===== src/lbp_pkg.sv =====
// Shared types, register codes and helper functions of the 3x3 LBP pixel stream.
// Used by the window cells and the top level; depends on nothing.
package lbp_pkg;

    localparam int PIX_W = 8;
    localparam int ROW_W = 12;
    localparam int COL_W = 10;
    localparam int CFG_IDX_W = 2;
    localparam int CFG_DATA_W = 12;
    localparam int WIDTH_REG_W = 11;
    localparam int HEIGHT_REG_W = 12;

    typedef enum logic [CFG_IDX_W-1:0] {
        REG_IMAGE_WIDTH  = 2'd0,
        REG_IMAGE_HEIGHT = 2'd1
    } t_reg_idx;

    typedef struct packed {
        logic [PIX_W-1:0] pixel;
    } t_pix;

    typedef struct packed {
        logic [ROW_W-1:0] out_row;
        logic [COL_W-1:0] out_col;
        logic [PIX_W-1:0] out_value;
        logic             is_code;
        logic             last_in_run;
    } t_res;

    typedef struct packed {
        logic [CFG_IDX_W-1:0]  reg_idx;
        logic [CFG_DATA_W-1:0] wdata;
    } t_cfg;

    // One window column: top, middle and bottom rows.
    typedef struct packed {
        logic [PIX_W-1:0] top;
        logic [PIX_W-1:0] mid;
        logic [PIX_W-1:0] bot;
    } t_col;

    typedef struct packed {
        logic top;
        logic mid;
        logic bot;
    } t_ge;

    function automatic t_ge col_ge(input t_col col, input logic [PIX_W-1:0] ctr);
        t_ge ge;
        ge.top = (col.top >= ctr);
        ge.mid = (col.mid >= ctr);
        ge.bot = (col.bot >= ctr);
        return ge;
    endfunction

endpackage


===== src/lbp_col_cell.sv =====
// One window cell: holds a three-pixel column, passes it on when the window shifts,
// and compares its pixels against the window centre. Depends on lbp_pkg.
module lbp_col_cell (
    input  logic                          i_clk,
    input  logic                          i_rst_n,
    input  logic                          i_shift,
    input  lbp_pkg::t_col                 i_col,
    input  logic [lbp_pkg::PIX_W-1:0]     i_ctr,
    output lbp_pkg::t_col                 o_col,
    output lbp_pkg::t_ge                  o_ge
);
    lbp_pkg::t_col r_col;

    always_ff @(posedge i_clk) begin
        if (!i_rst_n) begin
            r_col <= '0;
        end else if (i_shift) begin
            r_col <= i_col;
        end
    end

    assign o_col = r_col;
    assign o_ge  = lbp_pkg::col_ge(r_col, i_ctr);
endmodule


===== config.mk =====
export PLATFORM = sky130hd
export DESIGN_NAME = lbp_col_cell
export DESIGN_NICKNAME = d
export VERILOG_FILES = /design/src/lbp_pkg.sv /design/src/lbp_col_cell.sv
export SDC_FILE = /design/constraint.sdc
export NUM_CORES = 1
export LEC_CHECK = 0
export ABC_AREA = 1
export BUFFER_PORTS_ARGS = -buffer_cell sky130_fd_sc_hd__buf_2
export CORE_MARGIN = 3
export CORE_UTILIZATION = 47
export DETAILED_ROUTE_END_ITERATION = 6
export PLACE_DENSITY = 0.79
export REMOVE_ABC_BUFFERS = 1
export SLEW_MARGIN = 15
export SYNTH_ARGS = -nofsm -noshare
export SYNTH_HDL_FRONTEND = slang
export SYNTH_SLANG_ARGS = --single-unit

===== constraint.sdc =====
create_clock -name i_clk -period 1.5 [get_ports i_clk]
set_input_delay 0.3 -clock i_clk [delete_from_list [all_inputs] [get_ports i_clk]]
set_output_delay 0.3 -clock i_clk [all_outputs]
set_load 0.02 [all_outputs]

### Yosys cells after proc, flatten, opt, wreduce, memory -nomap -nowiden

Index checks and enable logic that the tools add are counted.

| word-level totals | value |
|---|---|
| ROM bits | 0 |
| input port bits | 35 |
| output and inout port bits | 27 |
| memories kept | 0 |
| register bits | 24 |
| logic and storage cells | 6 |
| RAM bits | 0 |
| latch bits | 0 |

| operators by class | value |
|---|---|
| div/mod/pow operators | 0 |
| bitwise operators | 0 |
| add/subtract/negate cells | 0 |
| magnitude comparators | 3 |
| shift-type cells | 0 |
| reductions and logical operators | 0 |
| multiply operators | 0 |
| mux-type cells | 0 |
| equal/unequal tests | 0 |

Operators by type and width:

| cell | number |
|---|---|
| $ge A8 B8 Y1 | 3 |

### Longest topological paths before layout

Gate-level depths: netlist of the first run.

| depth | value |
|---|---|
| depth in word-level cells | 1 |
| gate-level depth with buffers | 9 |
| gate-level depth less buffers | 9 |

### Worst setup path after synthesis of the first run

Ideal clock, no wire load.

| timing path | value |
|---|---|
| path kind | register to output |
| start | register r_col (netlist bit o_col[5]) |
| end | output o_ge[0] (netlist bit) |
| path slack | 39 ps |
| data required time | 1200 ps |
| data arrival time | 1161 ps |
| buffers on the path | 0 |
| stages on the path, launching flop included | 6 |
| path through | dfxtp_1 > ha_1 > a21oi_1 > nor2_1 > nor2_1 > nand3_1 |

RTL lines:

| what | line | text |
|---|---|---|
| start: declaration | lbp_col_cell.sv:12 | `lbp_pkg::t_col r_col;` |
| start signal: assignment | lbp_col_cell.sv:18 | `r_col <= i_col;` |
| end: declaration | lbp_col_cell.sv:10 | `output lbp_pkg::t_ge o_ge` |

==> results of run 1 <==
worst paths after layout:
kind | from | endpoint | slack, ps | cells after the start
hold reg to reg | o_col[0]$_SDFFE_PN0P_ | o_col[0]$_SDFFE_PN0P_ | 490 | 2
setup / recovery | o_col[5]$_SDFFE_PN0P_ | o_ge[0] | -290 | 6
hold / removal | i_col[23] | o_col[23]$_SDFFE_PN0P_ | 190 | 3
setup reg to reg | o_col[11]$_SDFFE_PN0P_ | o_col[11]$_SDFFE_PN0P_ | 600 | 4
placed cells by master, fill, tap and decap left out, drive strengths merged:
master / instances
o21ai: 24
inv: 22
buf: 74
dfxtp: 24
a21oi: 9
clkbuf: 4
o21a: 2
nor2: 49
a21o: 1
nand4: 1
nand2: 28
ha: 24
nand3: 3
per-stage QoR:
step	util	setup WS, ps
2_1_floorplan	-	39.4
3_5_place_dp	0.613	-113
3_3_place_gp	0.613	-87.8
6_report	0.764	-295
5_1_grt	0.764	-358
4_1_cts	0.716	-237
critical path, delay by kind of cell (launching register included):
family	cells	cell delay, ps
compound gates	1	120
buf+inv	1	150
fa+ha+maj	1	230
simple gates	3	310
flops	1	360
where the power goes:
part / leakage (nW) / total (mW) / switching (mW) / internal [mW]
Sequential: 0.206 / 0.730 / 0.0411 / 0.689
Clock: 0.0210 / 0.352 / 0.204 / 0.149
Combinational: 0.889 / 0.551 / 0.297 / 0.254
layer usage:
layer | vias up | global-route usage | routed length (µm) | part of all wire
met1 | 663 | 0.253 | 1620 | 0.43
met2 | 40 | 0.356 | 1910 | 0.51
met5 | - | 0 | 0 | 0
met4 | 0 | 0.0743 | 51 | 0.014
met3 | 6 | 0.0277 | 159 | 0.042
li1 | 765 | - | - | -
kinds of logic (layout without fill, tap and decap cells):
family | after synthesis | after routing | synth area share
adders and majority gates | 24 | 24 | 0.213
buffers and inverters | 28 | 100 | 0.0924
DFF | 24 | 24 | 0.341
and+or+nand+nor | 81 | 81 | 0.220
AOI/OAI and AO/OA | 36 | 36 | 0.133
layout make-up:
class                           count  area share
Clock buffer                        4      0.0169
Inverter                           22      0.0386
Multi-Input combinational cell    141       0.491
Sequential cell                    24       0.238
Tap cell                           31      0.0181
Timing Repair Buffer               74       0.197
timing repair:
action,in CTS,in global routing
pin swaps,16,18
endpoints found under the hold margin,0,0
setup endpoints to repair,3,3
buffers inserted,8,3
resized for setup,39,27
==> metrics.csv, run 1 <==
stage,metric,value,unit
sta,finClkSkew,0,ps
floorplan,ios,62,
worst_setup_path,start_kind,flop,
global_routing,track_usage,0.203,
placed_design,place.detailed.hpwl,2480,µm
run_status,failed_checks,setup timing,
floorplan,die_width,60.8,µm
sta,achievable-frequency,0.557,GHz
synth,synth_area_leaders,"dfxtp_1 (34%), ha_1 (21%), nor2_1 (13%), nand2_1 (7.5%), o21ai_0 (6.7%)",
synth,yosysWarnings,0,
hold_path,min-delay-path-class,primary input to flop,
sta,fin_tns_setup,-755,ps
sta,worst_slew_margin_rel,0.717,
sta,report.final.hold_viol_count,0,
finish,sequential_area,510,µm²
clock_network,clockRootBuffer,clkbuf_4,
finish,postLayoutCellArea,2140,µm²
clock_network,cts-buffers-inserted,3,
drt,drt-wirelength-per-cell,12.7,µm
floorplan,effective_utilization_at_floorplan,0.502,
synth,synth-seq-area-share,0.341,
clock_network,tritoncts,done,
synth,yosys.cell_types.count,16,
sta,min_period,1790,ps
power_and_ir_drop,total_leakage_power,1.12,nW
power_and_ir_drop,report.power.total,1.63,mW
clock_network,clock_path_buffers,2,
worst_setup_path,max_stage_delay,360,ps
drt,drt-vias-per-instance,4.98,
synth,synth.cell_area,1410,µm²
sta,final_min_period_over_clock_period,1.20,
global_routing,largest_net_degree_at_the_start_of_global_routing,28,
finish,multi_input_area,1050,µm²
drt,antenna_violating_nets_post_route,0,
placed_design,dp.cells,281,
synth,synthFlopType,dfxtp_1,
drt,remaining_drc_errors,0,
synth,synth_edf_count,0,
finish,area_overhead_of_the_layout_relative_to_synthesis,52.0,%
finish,layout-drive-gt1-share,0.513,
sta,whs,188,ps
clock_network,post_cts_clock_slew_at_the_launch_and_capture_registers_of_the_worst_setup_and_hold_paths,130,ps
clock_network,clock_sinks,24,
synth,syn_inst,193,
worst_setup_path,timing.critical_path.fanout_max,2,
synth,synth_largest_area_cell,dfxtp_1,
sta,finalWorstSetupSlack,-295,ps
drt,dr.first_iter.drc_count,73,
power_and_ir_drop,peakVddDrop,0.531,mV
drt,route.final.wire_length,3750,µm
floorplan,die_h,60.8,µm
synth,synth_common_cells,"nor2_1 (49), nand2_1 (28), dfxtp_1 (24), ha_1 (24), inv_1 (21)",
clock_network,post_cts_hold_buffer_count,0,
power_and_ir_drop,p_per_area,762,nW/µm²
sta,drv_slew,0,
run_status,outcome,"finished, violations left",
flow_run,maxCapViolCount,0,
finish,largest_reg_flops,24,
finish,n_antenna_cell,0,
placed_design,place_congestion,0.703,
global_routing,vias_in_the_first_global_route,1349,
clock_network,clk_latency,320,ps
clock_network,cts_max_level,1,
finish,fin_cells,296,
global_routing,antenna_found_initial,0,
synth,ys_async_sr_fraction,0,
global_routing,grt.overflow.total,0,
placed_design,post_dp_cell_area,1720,µm²
global_routing,grt_first_pass_wirelength,5770,µm
floorplan,die_area,3690,µm²
worst_setup_path,critPathRequiredTime,1200,ps
finish,num-fill-cells,225,
worst_setup_path,worstSetupEndpointType,primary output,
sta,timing_worst_slew_pin_value,424,ps
drt,drtPass1Iterations,4,
worst_setup_path,crit_slowest_cell,dfxtp_2,
worst_setup_path,crit_path_cell_trace,ha_4 -> a21oi_4 -> nor2_1 -> nor2_1 -> nand3_2 -> buf_6,
finish,final_net_count,325,
sta,grt_setup_unrepaired,true,
sta,setup_violations,3,
floorplan,floorplan.rows,19,
floorplan,area_of_the_placeable_core,2810,µm²
worst_setup_path,crit_type,flop to primary output,
synth,yosys.cell_count.top_type,nor2_1,
synth,total_of_flip_flops_plus_latches_after_synthesis,24,
placed_design,buffer_ports.inserted,61,
synth,synth_top_area_frac,0.341,
worst_setup_path,worst-endpoint-arrival,1490,ps
drt,vias,1474,
synth,post_synth.cell_area_avg,7.30,µm²
worst_setup_path,crit_path_frequent_cell,nor2_1,
Note: power is estimated with default switching activity, not from simulation.
==> run 2: changes to the inputs <==
ABC_AREA = not set   (was 1)
CORE_MARGIN = 8   (was 3)
==> metrics.csv, run 2 <==
stage,metric,value,unit
placed_design,place.detailed.hpwl,2980,µm
worst_setup_path,crit_type,flop to primary output,
synth,synth_common_cells,"dfxtp_1 (24), ha_1 (24), mux2i_1 (24), nor2b_1 (24), inv_1 (10)",
flow_run,maxCapViolCount,0,
sta,setup_violations,3,
synth,synth_edf_count,0,
clock_network,tritoncts,done,
clock_network,clk_latency,310,ps
drt,drt-vias-per-instance,5.42,
drt,antenna_violating_nets_post_route,0,
synth,yosys.cell_types.count,16,
clock_network,cts-buffers-inserted,3,
sta,min_period,1910,ps
placed_design,place_congestion,0.759,
worst_setup_path,start_kind,flop,
clock_network,clock_path_buffers,2,
worst_setup_path,worstRegToRegCells,4,
hold_path,worst_hold_path.num_cells,3,
worst_setup_path,ff2ff_setup_slack,590,ps
sta,achievable-frequency,0.524,GHz
finish,layout.cells.most_common,buf_2,
floorplan,ios,62,
sta,final_min_period_over_clock_period,1.27,
drt,remaining_drc_errors,0,
sta,grt_setup_unrepaired,true,
global_routing,largest_net_degree_at_the_start_of_global_routing,25,
finish,final_cell_mix,"buf_2 (58), buf_4 (26), mux2i_1 (24), nor2b_1 (24), dfxtp_2 (16)",
finish,n_antenna_cell,0,
power_and_ir_drop,total_leakage_power,1.22,nW
synth,post_synth.cell_area_avg,10.5,µm²
synth,synth-seq-area-share,0.330,
sta,finClkSkew,0,ps
clock_network,cts_max_level,1,
floorplan,area_of_the_placeable_core,3000,µm²
worst_setup_path,timing.critical_path.fanout_max,2,
global_routing,grt_first_pass_wirelength,7270,µm
finish,finalCoreUtilization,0.770,
synth,synthFlopType,dfxtp_1,
worst_setup_path,reg2reg_from,o_col[15]$_SDFFE_PN0P_,
floorplan,die_width,71.6,µm
worst_setup_path,worstSetupEndpointType,primary output,
global_routing,grt.overflow.total,0,
drt,dr.first_iter.drc_count,85,
global_routing,track_usage,0.182,
run_status,outcome,"finished, violations left",
finish,area_overhead_of_the_layout_relative_to_synthesis,59.0,%
sta,finalWorstSetupSlack,-409,ps
floorplan,die_area,5130,µm²
hold_path,min-delay-path-class,primary input to flop,
finish,largest_reg_flops,24,
sta,worst_slew_margin_rel,0.771,
clock_network,clockRootBuffer,clkbuf_4,
sta,report.final.hold_viol_count,0,
clock_network,clock_sinks,24,
placed_design,detailedPlace.worstSlack,-276,ps
global_routing,antenna_found_initial,0,
power_and_ir_drop,p_per_area,712,nW/µm²
run_status,failed_checks,setup timing,
clock_network,post_cts_clock_slew_at_the_launch_and_capture_registers_of_the_worst_setup_and_hold_paths,130,ps
floorplan,effective_utilization_at_floorplan,0.484,
finish,final_net_count,287,
floorplan,die_h,71.6,µm
drt,vias,1409,
synth,ys_async_sr_fraction,0,
worst_setup_path,critPathRequiredTime,1200,ps
floorplan,floorplan.rows,20,
worst_setup_path,reg2reg_to,o_col[15]$_SDFFE_PN0P_,
placed_design,buffer_ports.inserted,61,
power_and_ir_drop,peakVddDrop,0.509,mV
hold_path,min_delay_worst_endpoint,o_col[10]$_SDFFE_PN0P_,
sta,timing_worst_slew_pin_value,343,ps
synth,synth_top_area_frac,0.330,
synth,synth_largest_area_cell,dfxtp_1,
sta,drv_slew,0,
synth,synth.cell_area,1450,µm²
synth,synth_area_leaders,"dfxtp_1 (33%), ha_1 (21%), mux2i_1 (17%), nor2b_1 (10%), a21o_1 (4.6%)",
synth,yosysWarnings,0,
drt,route.final.wire_length,4710,µm
drt,drtPass1Iterations,5,
clock_network,post_cts_hold_buffer_count,0,
finish,layout-drive-gt1-share,0.612,
drt,drt-wirelength-per-cell,18.1,µm
global_routing,vias_in_the_first_global_route,1494,
synth,syn_inst,138,
hold_path,hold_path_startpoint,i_col[10],
worst_setup_path,worst-endpoint-arrival,1610,ps
synth,total_of_flip_flops_plus_latches_after_synthesis,24,
run 2: cell types whose count changed after synthesis, moves of 11 or more:
cell,before,now
nor2_1,49,0
inv_1,21,10
nand2_1,28,0
o21ai_0,19,0
mux2i_1,0,24
nor2b_1,0,24
run 2: cells by family after synthesis:
group | count (synthesis) | share of synthesized area
AOI/OAI and AO/OA | 18 | 0.0921
muxes | 24 | 0.165
and+or+nand+nor | 33 | 0.139
DFF | 24 | 0.330
buffers and inverters | 15 | 0.0663
adders and majority gates | 24 | 0.207
run 2: how the worst max path moves through the flow:
stage                                     start       to  cells after the start
after floorplan           o_col[6]$_SDFFE_PN0P_  o_ge[0]                      4
after global placement                 i_ctr[6]  o_ge[0]                      7
after detailed placement               i_ctr[6]  o_ge[0]                      7
after CTS                 o_col[7]$_SDFFE_PN0P_  o_ge[0]                      6
after global routing      o_col[0]$_SDFFE_PN0P_  o_ge[0]                      6
final                     o_col[7]$_SDFFE_PN0P_  o_ge[0]                      6
run 2: where the power goes:
group          internal [mW]  total, mW  switching [mW]
registers              0.680      0.715          0.0342
clock network          0.148      0.343           0.194
logic                  0.305      0.587           0.282
run 2: layout make-up:
cell class | count | area, µm²
Clock buffer | 4 | 36.3
Fill cell | 201 | 692
Inverter | 10 | 37.5
Multi-Input combinational cell | 99 | 1130
Sequential cell | 24 | 504
Tap cell | 33 | 41.3
Timing Repair Buffer | 90 | 562
run 2: stage by stage:
step                cell area, µm²  power (mW)  instances  setup TNS (ps)  hold WS [ps]
CTS                           2240        1.59        259           -1100           226
finish                        2310        1.64        260           -1180           226
floorplan                     1400       0.935        133            -420           428
global route                  2310        1.72        260           -1350           223
global placement              1950        1.14        253            -687           533
detailed placement            1950        1.16        253            -770           551
run 2: metal layers:
layer	GRT usage	part of all wire	routed length, µm
met5	0	0	0
met4	0.102	0.051	241
met3	0.0377	0.049	229
met2	0.346	0.53	2480
met1	0.176	0.37	1760
run 2: critical path, stage by stage, from the launching register on:
cell and delay (ps):
dfxtp_2 360, ha_4 280, and3_4 210, buf_6 100
nand3_2 60, o21ai_2 140, buf_6 140
run 2: repair_timing:
item / in CTS / in global routing
pin swaps: 18 / 10
setup buffers: 2 / 1
setup endpoints to repair: 3 / 3
cloned: 0 / 0
gates resized for setup: 41 / 13
